===== config.mk =====
export PLATFORM = sky130hd
export DESIGN_NAME = packet_framer_crc16_modbus
export DESIGN_NICKNAME = d
export VERILOG_FILES = /design/src/sv/pfcrc_pkg.sv /design/src/sv/packet_framer_crc16_modbus.sv
export SDC_FILE = /design/constraint.sdc
export NUM_CORES = 1
export LEC_CHECK = 0
export ABC_AREA = 1
export BUFFER_PORTS_ARGS = -buffer_cell sky130_fd_sc_hd__buf_4
export CORE_AREA = 2 2 120 75
export CTS_BUF_LIST = sky130_fd_sc_hd__clkbuf_16
export CTS_CLUSTER_SIZE = 20
export DETAILED_ROUTE_END_ITERATION = 10
export DIE_AREA = 0 0 122 77
export GPL_TIMING_DRIVEN = 0
export PLACE_DENSITY_LB_ADDON = 0.25
export SKIP_CTS_REPAIR_TIMING = 1
export SLEW_MARGIN = 5
export SYNTH_ARGS = -nofsm -noshare
export SYNTH_HDL_FRONTEND = slang
export SYNTH_SLANG_ARGS = --single-unit

===== constraint.sdc =====
create_clock -name aclk -period 3.4 [get_ports aclk]
set_clock_uncertainty 0.2 [all_clocks]
set_input_delay 0.17 -clock aclk [delete_from_list [all_inputs] [get_ports aclk]]
set_output_delay 0.17 -clock aclk [all_outputs]
set_load 0.005 [all_outputs]

===== src/sv/pfcrc_pkg.sv =====
// ----------------------------------------------------------------------------
// pfcrc_pkg
// constants, item codes and the crc byte update shared by the packet framer
// ----------------------------------------------------------------------------
package pfcrc_pkg;

    localparam int LEN_W  = 7;
    localparam int STEP_W = 3;

    localparam logic [7:0]       SYNC_FIRST  = 8'hEB;
    localparam logic [7:0]       SYNC_SECOND = 8'hA6;
    localparam logic [15:0]      CRC_INIT    = 16'hFFFF;
    localparam logic [15:0]      CRC_POLY    = 16'hA001;
    localparam logic [LEN_W-1:0] MAX_PAYLOAD = 7'd119;

    localparam logic KIND_START = 1'b0;
    localparam logic KIND_DATA  = 1'b1;

    localparam logic [STEP_W-1:0] STEP_SYNC1  = 3'd0;
    localparam logic [STEP_W-1:0] STEP_SYNC2  = 3'd1;
    localparam logic [STEP_W-1:0] STEP_ZERO   = 3'd2;
    localparam logic [STEP_W-1:0] STEP_LEN_LO = 3'd3;
    localparam logic [STEP_W-1:0] STEP_LEN_HI = 3'd4;
    localparam logic [STEP_W-1:0] STEP_HCRC_LO = 3'd5;
    localparam logic [STEP_W-1:0] STEP_HCRC_HI = 3'd6;
    localparam logic [STEP_W-1:0] STEP_BYTE    = 3'd0;
    localparam logic [STEP_W-1:0] STEP_DCRC_LO = 3'd1;
    localparam logic [STEP_W-1:0] STEP_DCRC_HI = 3'd2;

    typedef enum logic [1:0] {
        ITEM_ERR   = 2'd0,
        ITEM_START = 2'd1,
        ITEM_DATA  = 2'd2
    } item_class_t;

    function automatic logic [15:0] crc_feed(input logic [15:0] crc, input logic [7:0] b);
        logic [15:0] c;
        c = crc ^ {8'h00, b};
        for (int i = 0; i < 8; i++) begin
            c = c[0] ? ((c >> 1) ^ CRC_POLY) : (c >> 1);
        end
        return c;
    endfunction

endpackage


===== src/sv/packet_framer_crc16_modbus.sv =====
// ----------------------------------------------------------------------------
// packet_framer_crc16_modbus
// wraps a byte payload into a packet with sync header, length and crc-16/modbus
// ----------------------------------------------------------------------------
// input transfers are either a start (tuser 0, tdata carries the length) or a
// payload byte (tuser 1). a start produces the five header bytes eb a6 00
// len+2 (little endian); a zero length also appends the crc at once. each
// payload byte is passed on, and the last one is followed by the crc, low
// byte first, with frame_end set on the final crc byte. a start inside an
// open frame or a byte with no open frame gives one error transfer.
// every output transfer leaves one byte, one per cycle unless the receiver
// stalls: a start gives 5 or 7 bytes, a payload byte 1 or 3, an error 1. one
// input register holds the item being sent, so a new item is taken in the cycle
// its last byte moves to the output register, which presents each byte.
// a stalled receiver holds the output register and, behind it, the held
// item; the input side stalls once both are full.
// reset empties both registers, closes any frame and reloads the crc.
// ----------------------------------------------------------------------------
module packet_framer_crc16_modbus (
    input  logic        aclk,
    input  logic        aresetn,
    input  logic        s_axis_tvalid,
    output logic        s_axis_tready,
    input  logic [15:0] s_axis_tdata,   // payload_length[6:0], data_byte[14:7], zero pad
    input  logic [0:0]  s_axis_tuser,   // kind
    output logic        m_axis_tvalid,
    input  logic        m_axis_tready,
    output logic [7:0]  m_axis_tdata,   // out_byte
    output logic        m_axis_tlast,   // run_last
    output logic [1:0]  m_axis_tuser    // frame_end, error
);
    import pfcrc_pkg::*;

    logic              hold_valid_reg;
    logic              hold_kind_reg;
    logic [LEN_W-1:0]  hold_len_reg;
    logic [7:0]        hold_byte_reg;
    logic [STEP_W-1:0] step_reg;

    logic [15:0]       crc_reg;
    logic [LEN_W-1:0]  remaining_reg;
    logic              open_reg;

    logic              out_valid_reg;
    logic [7:0]        out_byte_reg;
    logic              out_last_reg;
    logic              out_fend_reg;
    logic              out_err_reg;

    item_class_t       cls;
    logic [LEN_W-1:0]  in_len;
    logic [LEN_W-1:0]  sat_len;
    logic [15:0]       hdr_len;
    logic              close_run;
    logic [7:0]        res_byte;
    logic              res_last;
    logic              res_fend;
    logic              res_err;
    logic              res_feed;
    logic [15:0]       crc_base;
    logic              emit;
    logic              s_fire;

    assign in_len  = s_axis_tdata[LEN_W-1:0];
    assign sat_len = (in_len > MAX_PAYLOAD) ? MAX_PAYLOAD : in_len;
    assign hdr_len = {{(16-LEN_W){1'b0}}, hold_len_reg} + 16'd2;

    always_comb begin
        if (hold_kind_reg == KIND_START) begin
            cls = open_reg ? ITEM_ERR : ITEM_START;
        end else begin
            cls = open_reg ? ITEM_DATA : ITEM_ERR;
        end
    end

    assign close_run = ((cls == ITEM_START) && (hold_len_reg == '0)) ||
                       ((cls == ITEM_DATA) && (remaining_reg == {{(LEN_W-1){1'b0}}, 1'b1}));

    always_comb begin
        res_byte = 8'h00;
        res_last = 1'b0;
        res_fend = 1'b0;
        res_err  = 1'b0;
        res_feed = 1'b0;
        unique case (cls)
            ITEM_ERR: begin
                res_last = 1'b1;
                res_err  = 1'b1;
            end
            ITEM_START: begin
                priority if (step_reg == STEP_SYNC1) begin
                    res_byte = SYNC_FIRST;
                    res_feed = 1'b1;
                end else if (step_reg == STEP_SYNC2) begin
                    res_byte = SYNC_SECOND;
                    res_feed = 1'b1;
                end else if (step_reg == STEP_ZERO) begin
                    res_byte = 8'h00;
                    res_feed = 1'b1;
                end else if (step_reg == STEP_LEN_LO) begin
                    res_byte = hdr_len[7:0];
                    res_feed = 1'b1;
                end else if (step_reg == STEP_LEN_HI) begin
                    res_byte = hdr_len[15:8];
                    res_feed = 1'b1;
                    res_last = !close_run;
                end else if (step_reg == STEP_HCRC_LO) begin
                    res_byte = crc_reg[7:0];
                end else begin
                    res_byte = crc_reg[15:8];
                    res_last = 1'b1;
                    res_fend = 1'b1;
                end
            end
            ITEM_DATA: begin
                priority if (step_reg == STEP_BYTE) begin
                    res_byte = hold_byte_reg;
                    res_feed = 1'b1;
                    res_last = !close_run;
                end else if (step_reg == STEP_DCRC_LO) begin
                    res_byte = crc_reg[7:0];
                end else begin
                    res_byte = crc_reg[15:8];
                    res_last = 1'b1;
                    res_fend = 1'b1;
                end
            end
            default: begin
                res_last = 1'b1;
                res_err  = 1'b1;
            end
        endcase
    end

    assign crc_base = ((cls == ITEM_START) && (step_reg == STEP_SYNC1)) ? CRC_INIT : crc_reg;

    assign emit          = hold_valid_reg && (!out_valid_reg || m_axis_tready);
    assign s_axis_tready = !hold_valid_reg || (emit && res_last);
    assign s_fire        = s_axis_tvalid && s_axis_tready;

    // held item
    always_ff @(posedge aclk) begin
        if (!aresetn) begin
            hold_valid_reg <= 1'b0;
            step_reg       <= '0;
        end else begin
            if (s_fire) begin
                hold_valid_reg <= 1'b1;
            end else if (emit && res_last) begin
                hold_valid_reg <= 1'b0;
            end
            if (emit) begin
                step_reg <= res_last ? '0 : step_reg + 1'b1;
            end
        end
    end

    always_ff @(posedge aclk) begin
        if (s_fire) begin
            hold_kind_reg <= s_axis_tuser[0];
            hold_len_reg  <= sat_len;
            hold_byte_reg <= s_axis_tdata[LEN_W+7:LEN_W];
        end
    end

    // frame state
    always_ff @(posedge aclk) begin
        if (!aresetn) begin
            crc_reg       <= CRC_INIT;
            remaining_reg <= '0;
            open_reg      <= 1'b0;
        end else if (emit) begin
            if (res_fend) begin
                crc_reg       <= CRC_INIT;
                remaining_reg <= '0;
                open_reg      <= 1'b0;
            end else begin
                if (res_feed) begin
                    crc_reg <= crc_feed(crc_base, res_byte);
                end
                if (res_last && (cls == ITEM_START)) begin
                    remaining_reg <= hold_len_reg;
                    open_reg      <= 1'b1;
                end else if (res_last && (cls == ITEM_DATA)) begin
                    remaining_reg <= remaining_reg - 1'b1;
                end
            end
        end
    end

    // output register
    always_ff @(posedge aclk) begin
        if (!aresetn) begin
            out_valid_reg <= 1'b0;
        end else if (emit) begin
            out_valid_reg <= 1'b1;
        end else if (m_axis_tready) begin
            out_valid_reg <= 1'b0;
        end
    end

    always_ff @(posedge aclk) begin
        if (emit) begin
            out_byte_reg <= res_byte;
            out_last_reg <= res_last;
            out_fend_reg <= res_fend;
            out_err_reg  <= res_err;
        end
    end

    assign m_axis_tvalid = out_valid_reg;
    assign m_axis_tdata  = out_byte_reg;
    assign m_axis_tlast  = out_last_reg;
    assign m_axis_tuser  = {out_err_reg, out_fend_reg};

endmodule


Word level (Yosys, flattened, before mapping)
Index checks and enable logic that the tools add are counted.
{"block": "totals", "out_inout_bits": 13, "regBits": 56, "in_bits": 21}
{"block": "classes", "order_cmp": 1, "mux": 57, "n_addsub": 3, "n_eq_ne": 8, "reduce_logical": 25, "bitwise": 9}
{"operator": "16-bit 2-to-1 mux", "count": 11}
{"operator": "8-bit 2-to-1 mux", "count": 8}
{"operator": "1-bit 2-to-1 mux", "count": 28}
{"operator": "2-bit NOT with 3-bit output", "count": 8}
{"operator": "7-bit 2-to-1 mux", "count": 3}
{"operator": "8-bit one-hot mux with 2 select lines", "count": 1}
{"operator": "16-bit by 8-bit XOR with 16-bit output", "count": 1}
{"operator": "7-bit by 2-bit adder with 8-bit output (second input constant)", "count": 1}
{"operator": "1-bit logical AND", "count": 8}
{"operator": "2-bit nonzero test", "count": 4}
{"operator": "7-bit by 1-bit == test with 1-bit output (second input constant)", "count": 1}
{"operator": "7-bit greater-than comparator (second input constant)", "count": 1}
{"operator": "7-bit logical NOT", "count": 1}
{"operator": "7-bit by 1-bit subtractor with 7-bit output (second input constant)", "count": 1}
{"operator": "3-bit by 2-bit == test with 1-bit output (second input constant)", "count": 2}
{"operator": "3-bit == test (second input constant)", "count": 2}
{"operator": "1-bit one-hot mux with 2 select lines", "count": 3}
{"operator": "2-bit AND reduction", "count": 3}
{"operator": "2-bit 2-to-1 mux", "count": 2}
{"operator": "3-bit by 1-bit adder with 3-bit output (second input constant)", "count": 1}
{"operator": "3-bit by 1-bit == test with 1-bit output (second input constant)", "count": 1}
{"operator": "1-bit logical NOT", "count": 3}
{"operator": "3-bit logical NOT", "count": 1}
{"operator": "1-bit logical OR", "count": 3}
{"operator": "5 further kinds", "count": 5}

Depth between registers and ports, before layout
Gate-level depths: netlist of the first run.
{"block": "logic_depth", "ltp_word": 27, "ltp_mapped": 25, "ltp_nobuf": 25}

Worst setup path after synthesis of the first run
No wires, ideal clock.
{"block": "synth_timing", "path_type": "register -> register", "from": "register step_reg[1]", "to": "register hold_byte_reg[0] (enable)", "stages_incl_launch_ff": 10, "setup_ns": 0.389, "arrival_ns": 2.217, "path_slack_ns": 0.595, "cell_sequence": "dfxtp_1 > inv_1 > ha_1 > nand2_4 > nand3_4 > nor2_4 > o211ai_1 > o221ai_2 > a21oi_1 > nor2_1"}
{"block": "synth_via", "elab_chain_len": 11}
{"item": "start: declaration", "line_no": "packet_framer_crc16_modbus.sv:38", "source": "logic [STEP_W-1:0] step_reg;"}
{"item": "start signal: assignment", "line_no": "packet_framer_crc16_modbus.sv:153", "source": "step_reg <= res_last ? '0 : step_reg + 1'b1;"}
{"item": "3-bit == test", "line_no": "packet_framer_crc16_modbus.sv:107", "source": "end else if (step_reg == STEP_HCRC_LO) begin"}
{"item": "1-bit 2-to-1 mux", "line_no": "packet_framer_crc16_modbus.sv:107"}
{"item": "1-bit 2-to-1 mux", "line_no": "packet_framer_crc16_modbus.sv:103", "source": "end else if (step_reg == STEP_LEN_HI) begin"}
{"item": "1-bit 2-to-1 mux", "line_no": "packet_framer_crc16_modbus.sv:100", "source": "end else if (step_reg == STEP_LEN_LO) begin"}
{"item": "1-bit 2-to-1 mux", "line_no": "packet_framer_crc16_modbus.sv:97", "source": "end else if (step_reg == STEP_ZERO) begin"}
{"item": "1-bit 2-to-1 mux", "line_no": "packet_framer_crc16_modbus.sv:94", "source": "end else if (step_reg == STEP_SYNC2) begin"}
{"item": "1-bit 2-to-1 mux", "line_no": "packet_framer_crc16_modbus.sv:91", "source": "priority if (step_reg == STEP_SYNC1) begin"}
{"item": "1-bit one-hot mux with 2 select lines *", "line_no": "packet_framer_crc16_modbus.sv:85", "source": "unique case (cls)"}
{"item": "named net res_last", "line_no": "packet_framer_crc16_modbus.sv:56", "source": "logic res_last;"}
{"item": "1-bit logical AND *", "line_no": "packet_framer_crc16_modbus.sv:138", "source": "assign s_axis_tready = !hold_valid_reg || (emit && res_last);"}
{"item": "1-bit logical OR *", "line_no": "packet_framer_crc16_modbus.sv:138"}
{"item": "1-bit logical AND *", "line_no": "packet_framer_crc16_modbus.sv:139", "source": "assign s_fire = s_axis_tvalid && s_axis_tready;"}
{"item": "named net s_fire", "line_no": "packet_framer_crc16_modbus.sv:62", "source": "logic s_fire;"}
{"item": "end signal: assignment", "line_no": "packet_framer_crc16_modbus.sv:162", "source": "hold_byte_reg <= s_axis_tdata[LEN_W+7:LEN_W];"}
{"item": "end: declaration", "line_no": "packet_framer_crc16_modbus.sv:37", "source": "logic [7:0] hold_byte_reg;"}
Mark *: on every way through the listed nets, which the timed path passes. The rest lies on a longest branch.
A chain may end at the register's enable or synchronous reset.

Final worst setup path of the first run
{"block": "layout_timing", "from": "register step_reg[0]", "to": "register crc_reg[0]"}
{"block": "layout_via", "elab_chain_len": 20}
{"item": "3-bit == test", "line_no": "packet_framer_crc16_modbus.sv:107"}
{"item": "8-bit 2-to-1 mux", "line_no": "packet_framer_crc16_modbus.sv:107"}
{"item": "8-bit 2-to-1 mux", "line_no": "packet_framer_crc16_modbus.sv:103"}
{"item": "8-bit 2-to-1 mux", "line_no": "packet_framer_crc16_modbus.sv:100"}
{"item": "8-bit 2-to-1 mux", "line_no": "packet_framer_crc16_modbus.sv:97"}
{"item": "8-bit 2-to-1 mux", "line_no": "packet_framer_crc16_modbus.sv:94"}
{"item": "8-bit 2-to-1 mux", "line_no": "packet_framer_crc16_modbus.sv:91"}
{"item": "8-bit one-hot mux with 2 select lines", "line_no": "packet_framer_crc16_modbus.sv:85"}
{"item": "16-bit by 8-bit XOR with 16-bit output", "line_no": "pfcrc_pkg.sv:38", "source": "c = crc ^ {8'h00, b};"}
{"item": "16-bit 2-to-1 mux or 2-bit NOT with 3-bit output (tied branches) (6 in series)"}
{"item": "2-bit NOT with 3-bit output (no source line) or 16-bit 2-to-1 mux (tied branches)"}
{"item": "16-bit 2-to-1 mux (2 in series)", "line_no": "pfcrc_pkg.sv:40", "source": "c = c[0] ? ((c >> 1) ^ CRC_POLY) : (c >> 1);"}
{"item": "16-bit 2-to-1 mux", "line_no": "packet_framer_crc16_modbus.sv:178", "source": "if (res_feed) begin"}
{"item": "16-bit 2-to-1 mux", "line_no": "packet_framer_crc16_modbus.sv:173", "source": "if (res_fend) begin"}
{"item": "end signal: assignment", "line_no": "packet_framer_crc16_modbus.sv:179", "source": "crc_reg <= crc_feed(crc_base, res_byte);"}
{"item": "end: declaration", "line_no": "packet_framer_crc16_modbus.sv:40", "source": "logic [15:0] crc_reg;"}
Several ways; a longest one is shown, not always the timed one. The select of a mux whose other input is x is not followed.

==> results of run 1 <==
[synth_stat cells (2+ instances only)]
| cell type | n | share of area |
|---|---|---|
| nand2_1 | 97 | 0.10 |
| inv_1 | 66 | 0.068 |
| nand3_1 | 46 | 0.063 |
| o21ai_0 | 43 | 0.059 |
| a21oi_1 | 32 | 0.044 |
| dfxtp_1 | 29 | 0.16 |
| edfxtp_1 | 27 | 0.22 |
| nor2_1 | 25 | 0.026 |
| nand2_2 | 17 | 0.029 |
| o211ai_1 | 14 | 0.029 |
| ha_1 | 10 | 0.034 |
| o21ai_1 | 10 | 0.014 |
| clkbuf_1 | 6 | 0.0062 |
| buf_2 | 5 | 0.0068 |
| buf_6 | 5 | 0.015 |
| nor3_1 | 5 | 0.0068 |
| buf_4 | 4 | 0.0082 |
| nand2_4 | 4 | 0.012 |
| nand3_2 | 4 | 0.011 |
| nand4_1 | 4 | 0.0068 |
| a211oi_1 | 3 | 0.0062 |
| a21oi_2 | 3 | 0.0072 |
| inv_2 | 3 | 0.0031 |
| nor2_2 | 3 | 0.0051 |
| xor2_1 | 3 | 0.0072 |
| o211ai_2 | 2 | 0.0068 |
[per-layer routing]
metal	global-route usage	vias to the layer above
met3	0.05655	18
met5	0	-
met4	0.04483	0
met2	0.3000	178
met1	0.3662	1635
li1	-	1753
[worst min-delay path: cells and delay by family]
| family | cells | cell delay (ps) |
|---|---|---|
| AOI/OAI and AO/OA | 1 | 120 |
| buffers and inverters | 2 | 130 |
[layout make-up]
class | instances | area [um^2] | area share
buffer | 21 | 137.6 | 0.03141
clock buffer | 6 | 150.1 | 0.03427
clock inverter | 2 | 8.758 | 0.001999
inverter | 73 | 289.0 | 0.06596
multi-input combinational | 340 | 1844 | 0.4209
sequential | 56 | 1391 | 0.3175
tap | 112 | 140.1 | 0.03198
timing repair buffer | 50 | 420.4 | 0.09595
[through the flow]
stage	instance area, um^2	setup TNS (ps)	utilization	power (W)
2_1_floorplan	3657	0	-	0.001122
3_3_place_gp	4038	-498.1	0.4867	0.001251
3_5_place_dp	4038	-1387	0.4867	0.001264
4_1_cts	4197	-1848	0.5059	0.001811
5_1_grt	4382	0	0.5282	0.001938
6_report	4382	0	0.5282	0.001835
[logic make-up (layout without fill, tap and decap cells)]
| logic type | Yosys count | after routing | synth area share |
|---|---|---|---|
| and+or+nand+nor | 211 | 211 | 0.2744 |
| AOI/OAI and AO/OA | 115 | 115 | 0.1847 |
| buffers and inverters | 94 | 152 | 0.1167 |
| DFF | 56 | 56 | 0.3804 |
| adders and majority gates | 10 | 10 | 0.03421 |
| xor gates and xnor gates | 4 | 4 | 0.009581 |
[where the power goes]
part	total, W	internal [W]	switching (W)
clock	0.000553	0.000314	0.000238
sequential	0.000787	0.000757	0.0000295
combinational	0.000495	0.000180	0.000315
[worst paths after layout]
check | start | to | slack, ps | cells past startpoint
worst max register to register | step_reg[0] | crc_reg[0] | 260 | 24
worst max-delay path | step_reg[0] | crc_reg[0] | 260 | 24
worst min-delay path | s_axis_tvalid | hold_valid_reg | -50 | 3
worst min register to register | hold_valid_reg | m_axis_tvalid | 280 | 2
==> results.py, run 1 <==
metrics = {
    "sta": {
        "setup_viol_count_final": 0,
        "setup_ws_ps": 260.4,
        "fin_crit_ps": 3140,
        "rsz0062_at_grt": "false",
        "final_max_slew_viol_count": 0,
        "post-route-period-util": 0.9234,
        "hold_viol": 1,
        "tightest_slew_ps": 839.2,
        "maxSlewHeadroom": 0.4399,
        "whs_ps": -45.88,
        "fmax_mhz": 318.5,
    },
    "die": {
        "ios": 34,
        "core_area_um2": 8295,
        "die_y_um": 77,
        "placementRows": 26,
        "dieArea_um2": 9394,
        "initial_core_util": 0.4409,
        "die_width_um": 122,
    },
    "detailed_routing": {
        "wire_per_inst_um": 16.17,
        "drtIter0Drc": 441,
        "maxUsedRoutingLayer": "met4",
        "route.met2.wl_mm": 4.084,
        "post-route-drc-count": 0,
        "final_antenna_net_count": 0,
        "wl_met1_mm": 5.399,
        "viasPerCell": 5.430,
        "dr.pass1.iters": 5,
        "route.met3.wl_mm": 1.070,
        "via_count": 3584,
        "totalWireLength_mm": 10.68,
    },
    "global_route": {
        "globalRouteTotalUtil": 0.2278,
        "grt_first_pass_wirelength_mm": 16.36,
        "grt_overflow_total": 0,
        "grt_max_degree": 17,
        "grt_pass1_vias": 3142,
        "antenna_found_initial": 0,
    },
    "pwr": {
        "power_density_nw_per_um2": 418.8,
        "peakVddDrop_uv": 215.2,
        "power_leakage_nw": 2.127,
    },
    "clock_network": {
        "clock-sinks": 56,
        "cts.reportedPaths.clkPinSlew_ps": 70,
        "clock_tree.buffer_depth": 2,
        "cts_tree": "done",
        "htreeDepth": 2,
        "cts_buffers": 5,
        "clkLatencyLatePin_ps": 300,
        "cts-root-buf": "clkbuf_16",
    },
    "layout": {
        "final_common_cell": "nand2_1",
        "fin_cells": 660,
        "nets": 578,
        "final_cell_mix": "nand2_1 (97), inv_1 (67), nand3_1 (46)",
        "antennaDiodeCount": 0,
        "area_growth_pct": 19.81,
        "largest_reg_flops": 16,
        "fill_cells": 798,
        "layout-drive-gt1-share": 0.1807,
    },
    "synth": {
        "synth.distinct_cells": 46,
        "ys_ff_latch": 56,
        "synth_nets": 521,
        "syn_avg_cell_area_um2": 7.464,
        "synth_area_um2": 3657,
        "yosysSeqAreaShare": 0.3804,
        "netlist_instances": 490,
        "yosysWarningCount": 0,
        "synth_edf_count": 27,
        "synthFlopType": "dfxtp_1",
        "async_flop_share": 0,
    },
    "worst_setup_path": {
        "cp.arrival_ps": 3130,
        "worst_setup_path_start_kind": "flip-flop",
        "max_stage_delay_ps": 420,
        "crit_required_ps": 3390,
        "crit_slowest_cell": "dfxtp_1",
        "timing_worst_setup_path_type": "reg2reg",
        "cpMostUsedCell": "nand2_1",
        "endpoint_kind": "flip-flop",
        "path_buf_inv": 4,
        "crit_family": "simple AND/OR/NAND/NOR gates",
        "crit_fanout": 10,
        "cp_cell_sequence": "ha_1, ha_2, inv_1, buf_4, o21ai_1, inv_1, nand2_1, nand2_1, nand2_1, nand2_2, nand2_2, nand2_1, nand3_1, nand2_2, nor2_2, inv_1, nand2_1, nand2_1, nand2_2, nand2_2, nand3_1, nand3_1, nand2_1, nand2_1",
    },
    "status": {
        "status": "finished with violations",
        "violations": "negative hold slack",
    },
    "place": {
        "pre_cts_slack_ps": -87.58,
        "post-dp-hpwl_mm": 8.120,
        "placed_cells": 634,
        "io_buffers": 32,
        "gp_congestion": 0.9417,
    },
    "job": {
        "maxCapViolations": 0,
    },
    "hold_path": {
        "hold_class": "in2reg",
    },
}
No activity file was read; power rests on OpenSTA's default activity.
==> run 2, diff against run 1 <==
HOLD_SLACK_MARGIN = 0.12   (was not set)
==> run 2 against run 1 <==
The run now ends clean. Sequential share of layout area decreased by 0.14 points. Total power about the same. Routed wire length fell by 0.54%. Clock power barely moved. Combinational power barely moved. Global-route usage unchanged. Cell count is 0.30% higher. Count of clock-buffer cells in the layout unchanged.
==> results.py, run 2 (same netlist as run 1, synthesis figures left out) <==
metrics = {
    "die": {
        "die_y_um": 77,
        "placementRows": 26,
        "dieArea_um2": 9394,
        "ios": 34,
        "core_area_um2": 8295,
        "die_width_um": 122,
        "initial_core_util": 0.4409,
    },
    "sta": {
        "hold_viol": 0,
        "tightest_slew_ps": 852.1,
        "fin_crit_ps": 3123,
        "fmax_mhz": 320.2,
        "setup_ws_ps": 277.2,
        "finalSetupTns_ps": 0,
        "setup_viol_count_final": 0,
        "maxSlewHeadroom": 0.4313,
        "post-route-period-util": 0.9185,
        "final_max_slew_viol_count": 0,
        "rsz0062_at_grt": "false",
    },
    "detailed_routing": {
        "final_antenna_net_count": 0,
        "post-route-drc-count": 0,
        "via_count": 3579,
        "drtIter0Drc": 402,
        "viasPerCell": 5.406,
        "wire_per_inst_um": 16.04,
        "totalWireLength_mm": 10.62,
        "dr.pass1.iters": 5,
    },
    "clock_network": {
        "clkLatencyLatePin_ps": 300,
        "cts_buffers": 5,
        "cts-root-buf": "clkbuf_16",
        "cts_tree": "done",
        "clock-sinks": 56,
        "htreeDepth": 2,
        "cts.reportedPaths.clkPinSlew_ps": 70,
        "clock_tree.buffer_depth": 2,
    },
    "worst_setup_path": {
        "endpoint_kind": "flip-flop",
        "path_buf_inv": 4,
        "r2r_cells": 24,
        "worst_setup_path_start_kind": "flip-flop",
        "crit_required_ps": 3390,
        "crit_path_end": "crc_reg[0]",
        "max_stage_delay_ps": 420,
        "crit_slowest_cell": "dfxtp_1",
        "cp.arrival_ps": 3120,
        "r2r_end": "crc_reg[0]",
        "rrSetupSlack_ps": 280,
        "crit_family": "simple AND/OR/NAND/NOR gates",
        "rr_startpoint": "step_reg[0]",
        "startpoint": "step_reg[0]",
        "cpMostUsedCell": "nand2_1",
        "crit_fanout": 10,
        "cp_cell_sequence": "ha_1, ha_2, inv_1, buf_4, o21ai_1, inv_1, nand2_1, nand2_1, nand2_1, nand2_2, nand2_2, nand2_1, nand3_1, nand2_2, nor2_2, inv_1, nand2_1, nand2_1, nand2_2, nand2_1, nand3_1, nand3_1, nand2_1, nand2_1",
        "worst-path-stages": 24,
        "timing_worst_setup_path_type": "reg2reg",
    },
    "pwr": {
        "p_sw_frac": 0.3168,
        "p_int_w": 0.001253,
        "seqPwrFrac": 0.429,
        "p_switching_w": 0.0005811,
        "power.share.combinational": 0.270,
        "peakVddDrop_uv": 215.7,
        "power_leakage_nw": 2.136,
        "pwr-share-clk": 0.302,
        "power_density_nw_per_um2": 416.7,
    },
    "layout": {
        "final_cell_mix": "nand2_1 (97), inv_1 (67), nand3_1 (46)",
        "layout-drive-gt1-share": 0.1800,
        "antennaDiodeCount": 0,
        "stdcell_area_um2": 4402,
        "nets": 580,
        "utilization": 0.5306,
        "final_common_cell": "nand2_1",
        "area_growth_pct": 20.36,
        "largest_reg_flops": 16,
    },
    "place": {
        "gp_congestion": 0.9417,
        "place_area_um2": 4038,
        "pre_cts_slack_ps": -87.58,
        "post-dp-hpwl_mm": 8.120,
        "io_buffers": 32,
    },
    "job": {
        "maxCapViolations": 0,
    },
    "global_route": {
        "globalRouteTotalUtil": 0.2278,
        "grt_pass1_vias": 3142,
        "grt_max_degree": 17,
        "grt_first_pass_wirelength_mm": 16.36,
        "grt_overflow_total": 0,
        "antenna_found_initial": 0,
    },
    "hold_path": {
        "hold_class": "reg2reg",
    },
    "status": {
        "status": "finished clean",
    },
}
## run 2: cell count changes in the layout (fill, tap and decap cells not counted), sizes merged
cell         before  now
dlygate4sd3      18   20
## run 2: per-stage QoR
step | cells | power (W) | hold slack [ps]
3_3_place_gp | 634 | 0.001251 | 148.4
2_1_floorplan | 490 | 0.001122 | 68.87
6_report | 662 | 0.001834 | 280.9
4_1_cts | 642 | 0.001811 | -156.7
3_5_place_dp | 634 | 0.001264 | 149.4
5_1_grt | 662 | 0.001937 | 304.3
## run 2: worst min-delay path by stage
| stage | start | endpoint | slack, ps | cells past startpoint |
|---|---|---|---|---|
| after floorplan | s_axis_tdata[7] | hold_byte_reg[0] | 70 | 0 |
| after global placement | s_axis_tdata[12] | hold_byte_reg[5] | 150 | 1 |
| after detailed placement | s_axis_tdata[10] | hold_byte_reg[3] | 150 | 1 |
| after CTS | s_axis_tdata[14] | hold_byte_reg[7] | -160 | 1 |
| after global routing | hold_valid_reg | m_axis_tvalid | 300 | 2 |
| final | hold_valid_reg | m_axis_tvalid | 280 | 2 |
## run 2: routing by layer
layer	share of wire	track usage	vias up
met3	0.10	0.05655	19
met5	0	0	-
met1	0.50	0.3662	1629
li1	-	-	1756
met4	0.012	0.04483	0
met2	0.38	0.3000	175
## run 2: tightest hold or removal path: cells and delay by family (launching register included)
kind / cells / cell delay, ps
buffers and inverters: 1 / 70
AOI/OAI and AO/OA: 1 / 60
DFF: 1 / 310
## run 2: layout make-up
cell class	instances	area [um^2]
fillers	792	3894
clock buffers	6	150.1
clock inverters	2	8.758
plain buffers	21	137.6
inverters	73	289.0
well taps	112	140.1
multi-input cells	340	1844
flip-flops and latches	56	1391
repair buffers	52	440.4
## run 2: power by group through the flow
stage          Clock (W)  Sequential (W)  Combinational, W
6_report        0.000553        0.000787          0.000495
5_1_grt         0.000596        0.000791          0.000550
4_1_cts         0.000559        0.000786          0.000466
3_5_place_dp           0        0.000801          0.000463
3_3_place_gp           0        0.000800          0.000451
2_1_floorplan          0        0.000793          0.000329
